--- src/hdl/stt_pkg.sv ---
// shared types, character codes and lookup functions for the text tokenizer
package stt_pkg;

  localparam int unsigned POS_BITS_DEF = 16;

  typedef enum logic [2:0] {
    MODE_IDLE,
    MODE_GAP,
    MODE_WS,
    MODE_WORD,
    MODE_STRING,
    MODE_SLASH,
    MODE_LINECMT,
    MODE_BLOCKCMT
  } scan_mode_e;

  localparam logic [4:0] KIND_WS      = 5'd0;
  localparam logic [4:0] KIND_COMMENT = 5'd1;
  localparam logic [4:0] KIND_TEXT    = 5'd2;
  localparam logic [4:0] KIND_SLASH   = 5'd18;
  localparam logic [4:0] KIND_NONE    = 5'd0;

  localparam logic STATUS_OK     = 1'b0;
  localparam logic STATUS_UNTERM = 1'b1;

  localparam logic [0:0] CFG_SKIP_TRIVIA = 1'b0;
  localparam logic [0:0] CFG_FIRST_LINE  = 1'b1;

  localparam logic [7:0] CH_SLASH  = 8'h2F;
  localparam logic [7:0] CH_STAR   = 8'h2A;
  localparam logic [7:0] CH_DQUOTE = 8'h22;
  localparam logic [7:0] CH_SQUOTE = 8'h27;
  localparam logic [7:0] CH_BSLASH = 8'h5C;
  localparam logic [7:0] CH_NL     = 8'h0A;
  localparam logic [7:0] CH_TAB    = 8'h09;
  localparam logic [7:0] CH_CR     = 8'h0D;
  localparam logic [7:0] CH_SPACE  = 8'h20;

  typedef struct packed {
    logic [7:0] data_byte;
    logic       end_of_text;
  } tok_in_t;

  typedef struct packed {
    logic [4:0]  token_kind;
    logic [15:0] span_start;
    logic [15:0] span_length;
    logic [15:0] line_number;
    logic [15:0] column_number;
    logic        status_code;
    logic        last_of_run;
  } tok_out_t;

  function automatic logic is_space(logic [7:0] b);
    return (b == CH_SPACE) || (b == CH_NL) || (b == CH_TAB) || (b == CH_CR);
  endfunction

  // kind code of a one-character special, KIND_NONE when the byte is not one
  function automatic logic [4:0] special_kind(logic [7:0] b);
    logic [4:0] k;
    case (b)
      8'h2E:   k = 5'd3;   // .
      8'h2C:   k = 5'd4;   // ,
      8'h3A:   k = 5'd5;   // :
      8'h3B:   k = 5'd6;   // ;
      8'h3D:   k = 5'd7;   // =
      8'h28:   k = 5'd8;   // (
      8'h29:   k = 5'd9;   // )
      8'h7B:   k = 5'd10;  // {
      8'h7D:   k = 5'd11;  // }
      8'h3C:   k = 5'd12;  // <
      8'h3E:   k = 5'd13;  // >
      8'h5B:   k = 5'd14;  // [
      8'h5D:   k = 5'd15;  // ]
      8'h2B:   k = 5'd16;  // +
      8'h2D:   k = 5'd17;  // -
      8'h2F:   k = 5'd18;  // /
      8'h40:   k = 5'd19;  // @
      8'h2A:   k = 5'd20;  // *
      8'h26:   k = 5'd21;  // &
      default: k = KIND_NONE;
    endcase
    return k;
  endfunction

  function automatic logic [15:0] sat_inc16(logic [15:0] v);
    return (v == 16'hFFFF) ? v : v + 16'd1;
  endfunction

endpackage

--- src/hdl/source_text_tokenizer_core.sv ---
// streaming text tokenizer: one byte in, up to two tokens out
//
// Input channel in_valid_i/in_ready_o carries one text byte per word, with
// end_of_text set on the final byte of a text. Output channel
// out_valid_o/out_ready_i carries one token per word; last_of_run marks the
// final token caused by a byte. Bytes that close nothing give no token.
// The scanner updates its mode in the cycle a byte is accepted and pushes
// the tokens it finds into a four-entry output queue; a token is visible on
// the output once the tokens queued before it have been taken.
// Throughput: one byte per cycle while bytes give at most one token each and
// the receiver is ready; a byte that gives two tokens uses the output twice,
// so the drain rate of the single output port sets the sustained rate.
// in_ready_o is high while the queue has room for two tokens, so bytes keep
// flowing while earlier tokens wait; a stalled receiver fills the queue and
// then holds the input off, and no token is dropped.
// Reset empties the queue, clears skip_trivia, sets first_line_number to 1
// and puts the scanner in idle; the next byte starts a new text at offset 0.
// skip_trivia applies from the next byte; first_line_number from the next text.
module source_text_tokenizer_core #(
  parameter int unsigned POSITION_BITS = stt_pkg::POS_BITS_DEF
) (
  input  logic             clk_i,
  input  logic             rst_ni,
  input  logic             in_valid_i,
  output logic             in_ready_o,
  input  stt_pkg::tok_in_t in_data_i,
  output logic             out_valid_o,
  input  logic             out_ready_i,
  output stt_pkg::tok_out_t out_data_o,
  input  logic             cfg_we_i,
  input  logic [0:0]       cfg_index_i,
  input  logic [0:0]       cfg_data_i
);
  import stt_pkg::*;

  localparam int unsigned QDEPTH = 4;
  localparam int unsigned QPTR_W = $clog2(QDEPTH);
  localparam int unsigned QCNT_W = QPTR_W + 1;
  localparam logic [POSITION_BITS-1:0] POS_ONE = POSITION_BITS'(1);

  typedef logic [POSITION_BITS-1:0] pos_t;

  // configuration
  logic skip_trivia_q;
  logic first_line_q;

  // scanner state
  scan_mode_e  mode_q, mode_d;
  logic        qsingle_q, qsingle_d;
  logic [7:0]  prev_q, prev_d;
  logic [1:0]  cprog_q, cprog_d;
  pos_t        pos_q, pos_d;
  logic [15:0] line_q, line_d;
  logic [15:0] col_q, col_d;
  pos_t        org_pos_q, org_pos_d;
  logic [15:0] org_line_q, org_line_d;
  logic [15:0] org_col_q, org_col_d;

  // output queue
  tok_out_t            queue_q [QDEPTH];
  logic [QPTR_W-1:0]   wr_ptr_q, rd_ptr_q;
  logic [QCNT_W-1:0]   count_q, count_d;

  logic     in_accept;
  logic     out_pop;
  tok_out_t res0, res1;
  logic [1:0] n_res;

  function automatic tok_out_t mk_tok(logic [4:0] kind, pos_t start, pos_t len,
                                      logic [15:0] line, logic [15:0] col,
                                      logic status);
    tok_out_t t;
    t.token_kind    = kind;
    t.span_start    = 16'(start);
    t.span_length   = 16'(len);
    t.line_number   = line;
    t.column_number = col;
    t.status_code   = status;
    t.last_of_run   = 1'b0;
    return t;
  endfunction

  assign in_ready_o  = (count_q <= QCNT_W'(QDEPTH - 2));
  assign in_accept   = in_valid_i & in_ready_o;
  assign out_valid_o = (count_q != '0);
  assign out_pop     = out_valid_o & out_ready_i;
  assign out_data_o  = queue_q[rd_ptr_q];

  always_comb begin
    logic        idle;
    scan_mode_e  mode_c;
    pos_t        pos_c;
    logic [15:0] line_c;
    logic [15:0] col_c;
    logic [7:0]  prev_c;
    logic [7:0]  b;
    logic        last;
    logic        start_tok;
    logic [4:0]  sk;
    logic        e1_v, e2_v, e3_v;
    tok_out_t    e1, e2, e3;

    b    = in_data_i.data_byte;
    last = in_data_i.end_of_text;
    idle = (mode_q == MODE_IDLE);
    // a new text restarts offset, line and column
    mode_c = idle ? MODE_GAP : mode_q;
    pos_c  = idle ? '0 : pos_q;
    line_c = idle ? {15'd0, first_line_q} : line_q;
    col_c  = idle ? 16'd0 : col_q;
    prev_c = idle ? 8'd0 : prev_q;

    mode_d     = mode_c;
    qsingle_d  = qsingle_q;
    cprog_d    = cprog_q;
    org_pos_d  = org_pos_q;
    org_line_d = org_line_q;
    org_col_d  = org_col_q;
    start_tok  = 1'b0;
    sk         = special_kind(b);
    e1_v = 1'b0;
    e2_v = 1'b0;
    e3_v = 1'b0;
    e1   = '0;
    e2   = '0;
    e3   = '0;

    case (mode_c)
      MODE_WS: begin
        if (!is_space(b)) begin
          e1_v = 1'b1;
          e1 = mk_tok(KIND_WS, org_pos_q, pos_c - org_pos_q, org_line_q, org_col_q,
                      STATUS_OK);
          start_tok = 1'b1;
        end
      end
      MODE_WORD: begin
        if (is_space(b) || (sk != KIND_NONE)) begin
          e1_v = 1'b1;
          e1 = mk_tok(KIND_TEXT, org_pos_q, pos_c - org_pos_q, org_line_q, org_col_q,
                      STATUS_OK);
          start_tok = 1'b1;
        end
      end
      MODE_STRING: begin
        if (b == (qsingle_q ? CH_SQUOTE : CH_DQUOTE)) begin
          e1_v = 1'b1;
          e1 = mk_tok(KIND_TEXT, org_pos_q + POS_ONE, pos_c - org_pos_q - POS_ONE,
                      org_line_q, org_col_q, STATUS_OK);
          mode_d = MODE_GAP;
        end
      end
      MODE_SLASH: begin
        if (b == CH_SLASH) begin
          mode_d = MODE_LINECMT;
        end else if (b == CH_STAR) begin
          mode_d  = MODE_BLOCKCMT;
          cprog_d = 2'd2;
        end else begin
          e1_v = 1'b1;
          e1 = mk_tok(KIND_SLASH, org_pos_q, POS_ONE, org_line_q, org_col_q, STATUS_OK);
          start_tok = 1'b1;
        end
      end
      MODE_LINECMT: begin
        // an escaped newline keeps the comment going
        if ((b == CH_NL) && (prev_c != CH_BSLASH)) begin
          e1_v = 1'b1;
          e1 = mk_tok(KIND_COMMENT, org_pos_q, pos_c - org_pos_q, org_line_q,
                      org_col_q, STATUS_OK);
          start_tok = 1'b1;
        end
      end
      MODE_BLOCKCMT: begin
        if ((cprog_q == 2'd3) && (b == CH_SLASH) && (prev_c == CH_STAR)) begin
          e1_v = 1'b1;
          e1 = mk_tok(KIND_COMMENT, org_pos_q, pos_c + POS_ONE - org_pos_q,
                      org_line_q, org_col_q, STATUS_OK);
          mode_d = MODE_GAP;
        end else if (cprog_q != 2'd3) begin
          cprog_d = cprog_q + 2'd1;
        end
      end
      default: begin
        start_tok = 1'b1;
      end
    endcase

    if (start_tok) begin
      org_pos_d  = pos_c;
      org_line_d = line_c;
      org_col_d  = col_c;
      if (b == CH_SLASH) begin
        mode_d = MODE_SLASH;
      end else if (is_space(b)) begin
        mode_d = MODE_WS;
      end else if (sk != KIND_NONE) begin
        e2_v   = 1'b1;
        e2     = mk_tok(sk, pos_c, POS_ONE, line_c, col_c, STATUS_OK);
        mode_d = MODE_GAP;
      end else if ((b == CH_DQUOTE) || (b == CH_SQUOTE)) begin
        qsingle_d = (b == CH_SQUOTE);
        mode_d    = MODE_STRING;
      end else begin
        mode_d = MODE_WORD;
      end
    end

    prev_d = b;
    pos_d  = pos_c + POS_ONE;
    if (b == CH_NL) begin
      line_d = sat_inc16(line_c);
      col_d  = 16'd0;
    end else begin
      line_d = line_c;
      col_d  = sat_inc16(col_c);
    end

    // close whatever is still open at the end of the text
    if (last) begin
      case (mode_d)
        MODE_WS: begin
          e3_v = 1'b1;
          e3 = mk_tok(KIND_WS, org_pos_d, pos_d - org_pos_d, org_line_d, org_col_d,
                      STATUS_OK);
        end
        MODE_WORD: begin
          e3_v = 1'b1;
          e3 = mk_tok(KIND_TEXT, org_pos_d, pos_d - org_pos_d, org_line_d, org_col_d,
                      STATUS_OK);
        end
        MODE_LINECMT, MODE_BLOCKCMT: begin
          e3_v = 1'b1;
          e3 = mk_tok(KIND_COMMENT, org_pos_d, pos_d - org_pos_d, org_line_d,
                      org_col_d, STATUS_OK);
        end
        MODE_SLASH: begin
          e3_v = 1'b1;
          e3 = mk_tok(KIND_SLASH, org_pos_d, POS_ONE, org_line_d, org_col_d, STATUS_OK);
        end
        MODE_STRING: begin
          e3_v = 1'b1;
          e3 = mk_tok(KIND_TEXT, org_pos_d + POS_ONE, pos_d - org_pos_d - POS_ONE,
                      org_line_d, org_col_d, STATUS_UNTERM);
        end
        default: begin
          e3_v = 1'b0;
        end
      endcase
      mode_d  = MODE_IDLE;
      cprog_d = 2'd0;
    end

    // trivia filter
    if (skip_trivia_q && (e1.token_kind <= KIND_COMMENT)) e1_v = 1'b0;
    if (skip_trivia_q && (e3.token_kind <= KIND_COMMENT)) e3_v = 1'b0;

    // keep the first two tokens in order
    res0  = '0;
    res1  = '0;
    n_res = 2'd0;
    if (e1_v) begin
      res0 = e1;
      if (e2_v) begin
        res1  = e2;
        n_res = 2'd2;
      end else if (e3_v) begin
        res1  = e3;
        n_res = 2'd2;
      end else begin
        n_res = 2'd1;
      end
    end else if (e2_v) begin
      res0 = e2;
      if (e3_v) begin
        res1  = e3;
        n_res = 2'd2;
      end else begin
        n_res = 2'd1;
      end
    end else if (e3_v) begin
      res0  = e3;
      n_res = 2'd1;
    end
    res0.last_of_run = (n_res == 2'd1);
    res1.last_of_run = 1'b1;

    count_d = count_q + QCNT_W'(n_res & {2{in_accept}}) - QCNT_W'(out_pop);
  end

  always_ff @(posedge clk_i or negedge rst_ni) begin
    if (!rst_ni) begin
      skip_trivia_q <= 1'b0;
      first_line_q  <= 1'b1;
    end else if (cfg_we_i) begin
      case (cfg_index_i)
        CFG_SKIP_TRIVIA: skip_trivia_q <= cfg_data_i[0];
        CFG_FIRST_LINE:  first_line_q  <= cfg_data_i[0];
        default:         skip_trivia_q <= skip_trivia_q;
      endcase
    end
  end

  always_ff @(posedge clk_i or negedge rst_ni) begin
    if (!rst_ni) begin
      mode_q     <= MODE_IDLE;
      qsingle_q  <= 1'b0;
      prev_q     <= 8'd0;
      cprog_q    <= 2'd0;
      pos_q      <= '0;
      line_q     <= 16'd1;
      col_q      <= 16'd0;
      org_pos_q  <= '0;
      org_line_q <= 16'd0;
      org_col_q  <= 16'd0;
    end else if (in_accept) begin
      mode_q     <= mode_d;
      qsingle_q  <= qsingle_d;
      prev_q     <= prev_d;
      cprog_q    <= cprog_d;
      pos_q      <= pos_d;
      line_q     <= line_d;
      col_q      <= col_d;
      org_pos_q  <= org_pos_d;
      org_line_q <= org_line_d;
      org_col_q  <= org_col_d;
    end
  end

  always_ff @(posedge clk_i or negedge rst_ni) begin
    if (!rst_ni) begin
      wr_ptr_q <= '0;
      rd_ptr_q <= '0;
      count_q  <= '0;
    end else begin
      if (in_accept) begin
        wr_ptr_q <= wr_ptr_q + QPTR_W'(n_res);
      end
      if (out_pop) begin
        rd_ptr_q <= rd_ptr_q + QPTR_W'(1);
      end
      count_q <= count_d;
    end
  end

  // queue payload, no reset needed
  always_ff @(posedge clk_i) begin
    if (in_accept && (n_res != 2'd0)) begin
      queue_q[wr_ptr_q] <= res0;
    end
    if (in_accept && (n_res == 2'd2)) begin
      queue_q[wr_ptr_q + QPTR_W'(1)] <= res1;
    end
  end

endmodule
--- config.mk ---
export PLATFORM = sky130hd
export DESIGN_NAME = source_text_tokenizer_core
export DESIGN_NICKNAME = d
export VERILOG_FILES = /design/src/hdl/stt_pkg.sv /design/src/hdl/source_text_tokenizer_core.sv
export SDC_FILE = /design/constraint.sdc
export NUM_CORES = 1
export LEC_CHECK = 0
export BUFFER_PORTS_ARGS = -buffer_cell sky130_fd_sc_hd__buf_2
export CAP_MARGIN = 20
export CORE_ASPECT_RATIO = 0.5
export CORE_MARGIN = 8
export CORE_UTILIZATION = 35
export DETAILED_ROUTE_END_ITERATION = 6
export SLEW_MARGIN = 20
export SYNTH_ARGS = -nofsm -noshare
export SYNTH_HDL_FRONTEND = slang
export SYNTH_SLANG_ARGS = --single-unit
--- constraint.sdc ---
create_clock -name clk_i -period 9.15 [get_ports clk_i]
set_clock_uncertainty 0.2 [all_clocks]
set_input_delay 1.83 -clock clk_i [delete_from_list [all_inputs] [get_ports clk_i]]
set_output_delay 1.83 -clock clk_i [all_outputs]
set_load 0.05 [all_outputs]
==> results of run 1 <==
-- area by class of cell --
cell class	count	area [sq um]
multi-input cells	2012	13100
repair buffers	143	897
flip-flops and latches	403	11500
inverters	83	312
clock buffers	63	1200
fillers	7129	44200
clock inverters	17	229
well taps	972	1220
-- power breakdown --
group          total, mW  leakage [nW]  internal [mW]  switching (mW)
Sequential          2.40          4.19           2.17           0.231
Clock               1.80         0.696           1.03           0.767
Combinational       5.66          4.92           1.86            3.80
Total               9.86          9.81           5.07            4.79
-- flip-flops by register name, indices dropped and copies added (netlist names) --
signal / cells
org_line_q: 16
rd_ptr_q: 2
qsingle_q: 1
org_col_q: 16
org_pos_q: 16
skip_trivia_q: 1
prev_q: 8
count_q: 3
col_q: 16
wr_ptr_q: 2
cprog_q: 2
queue_q: 284
line_q: 16
pos_q: 16
mode_q: 3
first_line_q: 1
-- logic make-up (layout without fill, tap and decap cells) --
| kind of cell | count (synthesis) | in the layout | share of synthesized area [%] |
|---|---|---|---|
| AOI/OAI and AO/OA | 828 | 828 | 20.5 |
| buffers and inverters | 262 | 306 | 4.04 |
| adders and majority gates | 63 | 63 | 3.17 |
| and+or+nand+nor | 935 | 935 | 17.0 |
| xor gates and xnor gates | 97 | 97 | 3.33 |
| muxes | 89 | 89 | 7.01 |
| DFF | 403 | 403 | 45.0 |
-- cells in the final DEF, fill, tap and decap left out, types with 50 or more instances in the layout --
| cell type | instances |
|---|---|
| ha_1 | 55 |
| nor2_1 | 164 |
| o22ai_1 | 118 |
| edfxtp_1 | 280 |
| nor3_1 | 50 |
| nand3_1 | 73 |
| o21ai_0 | 310 |
| nand2_1 | 438 |
| xnor2_1 | 70 |
| buf_4 | 52 |
| a21oi_1 | 126 |
| mux4_2 | 71 |
| inv_1 | 78 |
| dfrtp_1 | 115 |
| buf_2 | 87 |
-- routing by layer --
| metal | vias to the layer above | GRT usage [%] |
|---|---|---|
| li1 | 10100 | - |
| met1 | 10800 | 26.5 |
| met2 | 912 | 32.8 |
| met3 | 188 | 3.42 |
| met4 | 0 | 7.53 |
| met5 | - | 0 |
-- through the flow --
stage                     power [mW]  hold WS [ns]  utilization, %  setup WS, ns
after floorplan                 6.61         0.241               -          1.09
after global placement          7.99         0.250            37.2          1.11
after detailed placement        8.03         0.259            37.2         0.954
after CTS                       9.85         0.273            39.1          1.57
after global routing            10.4         0.297            39.1         0.973
final                           9.86         0.272            39.1          1.38
-- worst register-to-register path, cell delays in order, from the launching register on --
cell and delay [ns]:
dfrtp_1 0.77, or3_2 0.34, nand2_1 0.17, inv_1 0.18
ha_1 0.42, and2_1 0.31, nand2_1 0.17, nor3_1 0.76
nand3_1 0.19, xnor2_1 0.31, ha_1 0.46, and3_1 0.23
o31ai_1 0.06, o31ai_1 0.10, a21oi_1 0.41, mux2_2 0.42
nor2_2 0.44, nand4_4 0.20, a211o_1 0.33, a22o_1 0.19
-- how the worst max path moves through the flow --
| stage | to | slack, ns | start |
|---|---|---|---|
| 5_1_grt | queue_q[2][48] | 0.97 | in_data_i[5] |
| 2_1_floorplan | queue_q[0][10] | 1.09 | in_data_i[3] |
| 4_1_cts | queue_q[0][48] | 1.57 | in_data_i[5] |
| 3_5_place_dp | queue_q[2][48] | 0.95 | in_data_i[5] |
| 3_3_place_gp | queue_q[3][45] | 1.11 | in_data_i[5] |
| 6_report | queue_q[0][48] | 1.38 | in_data_i[5] |
==> flow_metrics.tcl, run 1 <==
set metrics [dict create \
    status "complete, no violations" \
    r2r_slack_ns 2.20 \
    htreeDepth 2 \
    crit_cells 19 \
    grt_max_degree 69 \
    synthTopCellsByCount "nand2_1, o21ai_0, edfxtp_1" \
    dp_cells 3613 \
    io_buffers 88 \
    worstPathMaxFanout 17 \
    dr.max_layer_used "met4" \
    dieArea_sq_um 82300 \
    grt_overflow 0 \
    met1Wirelength_mm 35.7 \
    reg2reg_from "mode_q[2]" \
    critPathCaptureType "register" \
    ys.flop_type "edfxtp_1" \
    die_h_microns 207 \
    cts_buffer_depth 3 \
    synth-edff-count 280 \
    antenna_found_initial 0 \
    design_area_sq_um 28400 \
    ctsResizeCount 0 \
    clock-sinks 403 \
    layout-drive-gt1-share_pct 12.7 \
    path_cells "buf_2, or4_4, or3_4, a21oi_2, o221a_2, nor2_2, o21ai_0, inv_1, ha_1, nand2_1, nor4_1, o41ai_1, a21oi_1, o21ai_0, o22a_1, a211oi_1, nand4_1, xnor2_1, o221ai_1" \
    critPathKind "in2reg" \
    seq_area_frac_synth_pct 45.0 \
    crit_family "compound AO/OA/AOI/OAI gates" \
    slew_headroom_pct 31.3 \
    rows 70 \
    fmax_ghz 0.129 \
    cts_made_buffers 43 \
    synth_warnings 0 \
    fin_crit_ns 7.77 \
    tightest_slew_ns 1.03 \
    power_density_nw_per_um2 347 \
    cp_common_cell "o21ai_0" \
    wl_mm 83.9 \
    synth_area_sq_um 25500 \
    synth_top_area_share_pct 33.0 \
    avgSynthCellArea_sq_um 9.53 \
    synthArstFlopShare_pct 29.5 \
    cts.reportedPaths.clkPinSlew_ns 0.06 \
    worstRegToRegCells 19 \
    vias 22000 \
    setup_viol 0 \
    finalNonFillerCells 3693 \
    p_leak_nw 9.81 \
    r2r-end "queue_q[0][47]" \
    place.gp.congestion 0.955 \
    wl_met3_mm 6.15 \
    cts-root-buf "clkbuf_16" \
    grt_util_all_layers_pct 19.9 \
    syn_inst 2677 \
    diodes 0 \
    syn-num-nets 2752 \
    timing.critical_path.buf_inv 2 \
    yosysMostFrequentCell "nand2_1" \
    rsz0062_at_grt "false" \
    cts_tree "done" \
    viasPerCell 5.95 \
    cap_violations 0 \
    hold_viol_final 0 \
    crit_path_top_delay_cell "or4_4" \
    min_from "queue_q[2][0]" \
    ys_types 106 \
    fin_nets 2761 \
    hp-class "reg2reg" \
    place_hpwl_mm 56.7 \
    min_to "queue_q[2][0]" \
    io_pins 89 \
    startpoint_type "primary input" \
    slew_violations 0 \
    wl_per_cell_microns 22.7 \
    grt_first_pass_wirelength_mm 129 \
    tns_ns 0 \
    min_path_cells 1 \
    first_global_vias 21300 \
    ant_nets 0 \
    dr.pass1.iters 6 \
    synth_seq_cells 403 \
    vdd_drop_max_mv 0.197 \
    area_delta_synth_final_pct 11.5 \
    holdBufCountCts 0 \
    required_ns 9.26 \
    fin_crit_sh_pct 84.9 \
    yosys.area.top_type "edfxtp_1" \
    synth_area_leaders "edfxtp_1, dfrtp_1, nand2_1, mux4_2, o21ai_0" \
    drc_errors 0 \
    cp_data_arrival_time_ns 7.87 \
    postCtsSetupRepairBufs 0 \
    die_w_microns 398 \
    clk_latency_ns 0.60 \
    start_util_pct 35.1 \
    core_sq_um 72600 \
    max_stage_delay_ns 0.58 \
    wl_met2_mm 38.9 \
    placedInstanceArea_sq_um 27000 \
    initialDrtViolationCount 2495 \
]
No activity file was read; power rests on OpenSTA's default activity.
==> inputs of run 2 (changes only) <==
Clock period 9.15 ns to 7.7 ns, I/O delays scaled along.
==> flow_metrics.tcl, run 2 (same netlist as run 1, synthesis figures left out) <==
set metrics [dict create \
    cts_tree "done" \
    dieArea_sq_um 82300 \
    critPathCaptureType "register" \
    grt_overflow 0 \
    clk_latency_ns 0.60 \
    top_register "queue_q" \
    cts.reportedPaths.clkPinSlew_ns 0.06 \
    htreeDepth 2 \
    cts-root-buf "clkbuf_16" \
    ant_nets 0 \
    slew_violations 0 \
    p_leak_nw 10.0 \
    power_density_nw_per_um2 414 \
    hp-class "reg2reg" \
    fin_nets 2799 \
    largest_register_ffs 284 \
    required_ns 7.91 \
    tns_ns 0 \
    ctsResizeCount 0 \
    place.gp.congestion 0.979 \
    final_common_cell "nand2_1" \
    final_cell_mix "nand2_1, o21ai_0, edfxtp_1" \
    tightest_slew_ns 1.02 \
    first_global_vias 21600 \
    critPathKind "in2reg" \
    cts_made_buffers 42 \
    fin_total_pwr_mw 11.9 \
    cap_violations 0 \
    holdBufCountCts 0 \
    rows 70 \
    grt_first_pass_wirelength_mm 130 \
    vias 22200 \
    initialDrtViolationCount 2613 \
    fillers 7090 \
    place_hpwl_mm 58.1 \
    layout-drive-gt1-share_pct 13.9 \
    startpoint_type "primary input" \
    diodes 0 \
    violations "DRC" \
    dr.pass1.iters 7 \
    die_h_microns 207 \
    grt_util_all_layers_pct 20.1 \
    rsz0062_at_grt "false" \
    slew_headroom_pct 31.9 \
    drc_errors 1 \
    clock-sinks 403 \
    status "complete, but fails checks" \
    viasPerCell 5.94 \
    antenna_found_initial 0 \
    wl_mm 84.5 \
    die_w_microns 398 \
    hold_viol_final 0 \
    grt_max_degree 71 \
    worstPathMaxFanout 29 \
    area_delta_synth_final_pct 12.9 \
    cts_buffer_depth 3 \
    fin_crit_sh_pct 91.8 \
    wl_per_cell_microns 22.7 \
    vdd_drop_max_mv 0.288 \
    start_util_pct 35.1 \
    postCtsSetupRepairBufs 0 \
    cp_data_arrival_time_ns 7.28 \
    io_pins 89 \
    fmax_ghz 0.142 \
    setup_viol 0 \
    core_sq_um 72600 \
    fin_crit_ns 7.07 \
    io_buffers 88 \
]
## run 2: worst paths after layout
check	start	endpoint	slack (ns)	depth (start not counted)
max	in_data_i[5]	queue_q[1][33]	0.63	18
min	prev_q[3]	prev_q[3]	0.28	2
max reg2reg	mode_q[2]	queue_q[0][48]	1.19	19
min reg2reg	prev_q[3]	prev_q[3]	0.28	2
max in group asynchronous	rst_ni	rd_ptr_q[1]	5.16	2
min in group asynchronous	rst_ni	prev_q[0]	0.75	1
## run 2: report_power, final
group	switching (mW)	internal [mW]	leakage (nW)	total [mW]
Clock	0.940	1.28	0.726	2.22
Sequential	0.264	2.58	4.19	2.84
Combinational	4.52	2.33	5.12	6.85
Total	5.73	6.19	10.0	11.9
## run 2: cell type report
class / instances / area [sq um] / area share [%]
Multi-Input combinational cell: 2012 / 13100 / 45.5
Sequential cell: 403 / 11500 / 39.9
Tap cell: 972 / 1220 / 4.23
Timing Repair Buffer: 182 / 1200 / 4.18
Clock buffer: 50 / 1100 / 3.83
Clock inverter: 27 / 390 / 1.36
Inverter: 83 / 312 / 1.08
## run 2: layer usage
| metal | GRT usage, % | wire [microns] | share of wire, % |
|---|---|---|---|
| met3 | 2.76 | 5880 | 7.0 |
| met5 | 0 | 0 | 0 |
| met4 | 6.46 | 2720 | 3.2 |
| met2 | 33.8 | 39600 | 47 |
| met1 | 26.9 | 36300 | 43 |
## run 2: worst max-delay path: stages
cell and delay (ns):
buf_2 0.20, or2_1 0.31, o41ai_2 0.35, nand4_1 0.22, or4_1 0.51, buf_4 0.25, a21oi_1 0.33, a2bb2o_1 0.39
a21oi_1 0.25, o21a_1 0.47, ha_1 0.37, nand2b_1 0.15, mux2i_1 0.44, and2_1 0.49, nand2_1 0.24, a21boi_2 0.22
buf_4 0.28, o21ai_0 0.24
## run 2: per-stage QoR
stage | worst slack, ns | hold WS, ns | util (%) | cell area [sq um] | cells
2_1_floorplan | 0.00551 | 0.241 | - | 25500 | 2677
3_3_place_gp | 0.143 | 0.253 | 37.6 | 27300 | 3652
3_5_place_dp | 0.139 | 0.270 | 37.6 | 27300 | 3652
4_1_cts | 0.741 | 0.282 | 39.6 | 28800 | 3729
5_1_grt | 0.283 | 0.304 | 39.6 | 28800 | 3729
6_report | 0.633 | 0.284 | 39.6 | 28800 | 3729
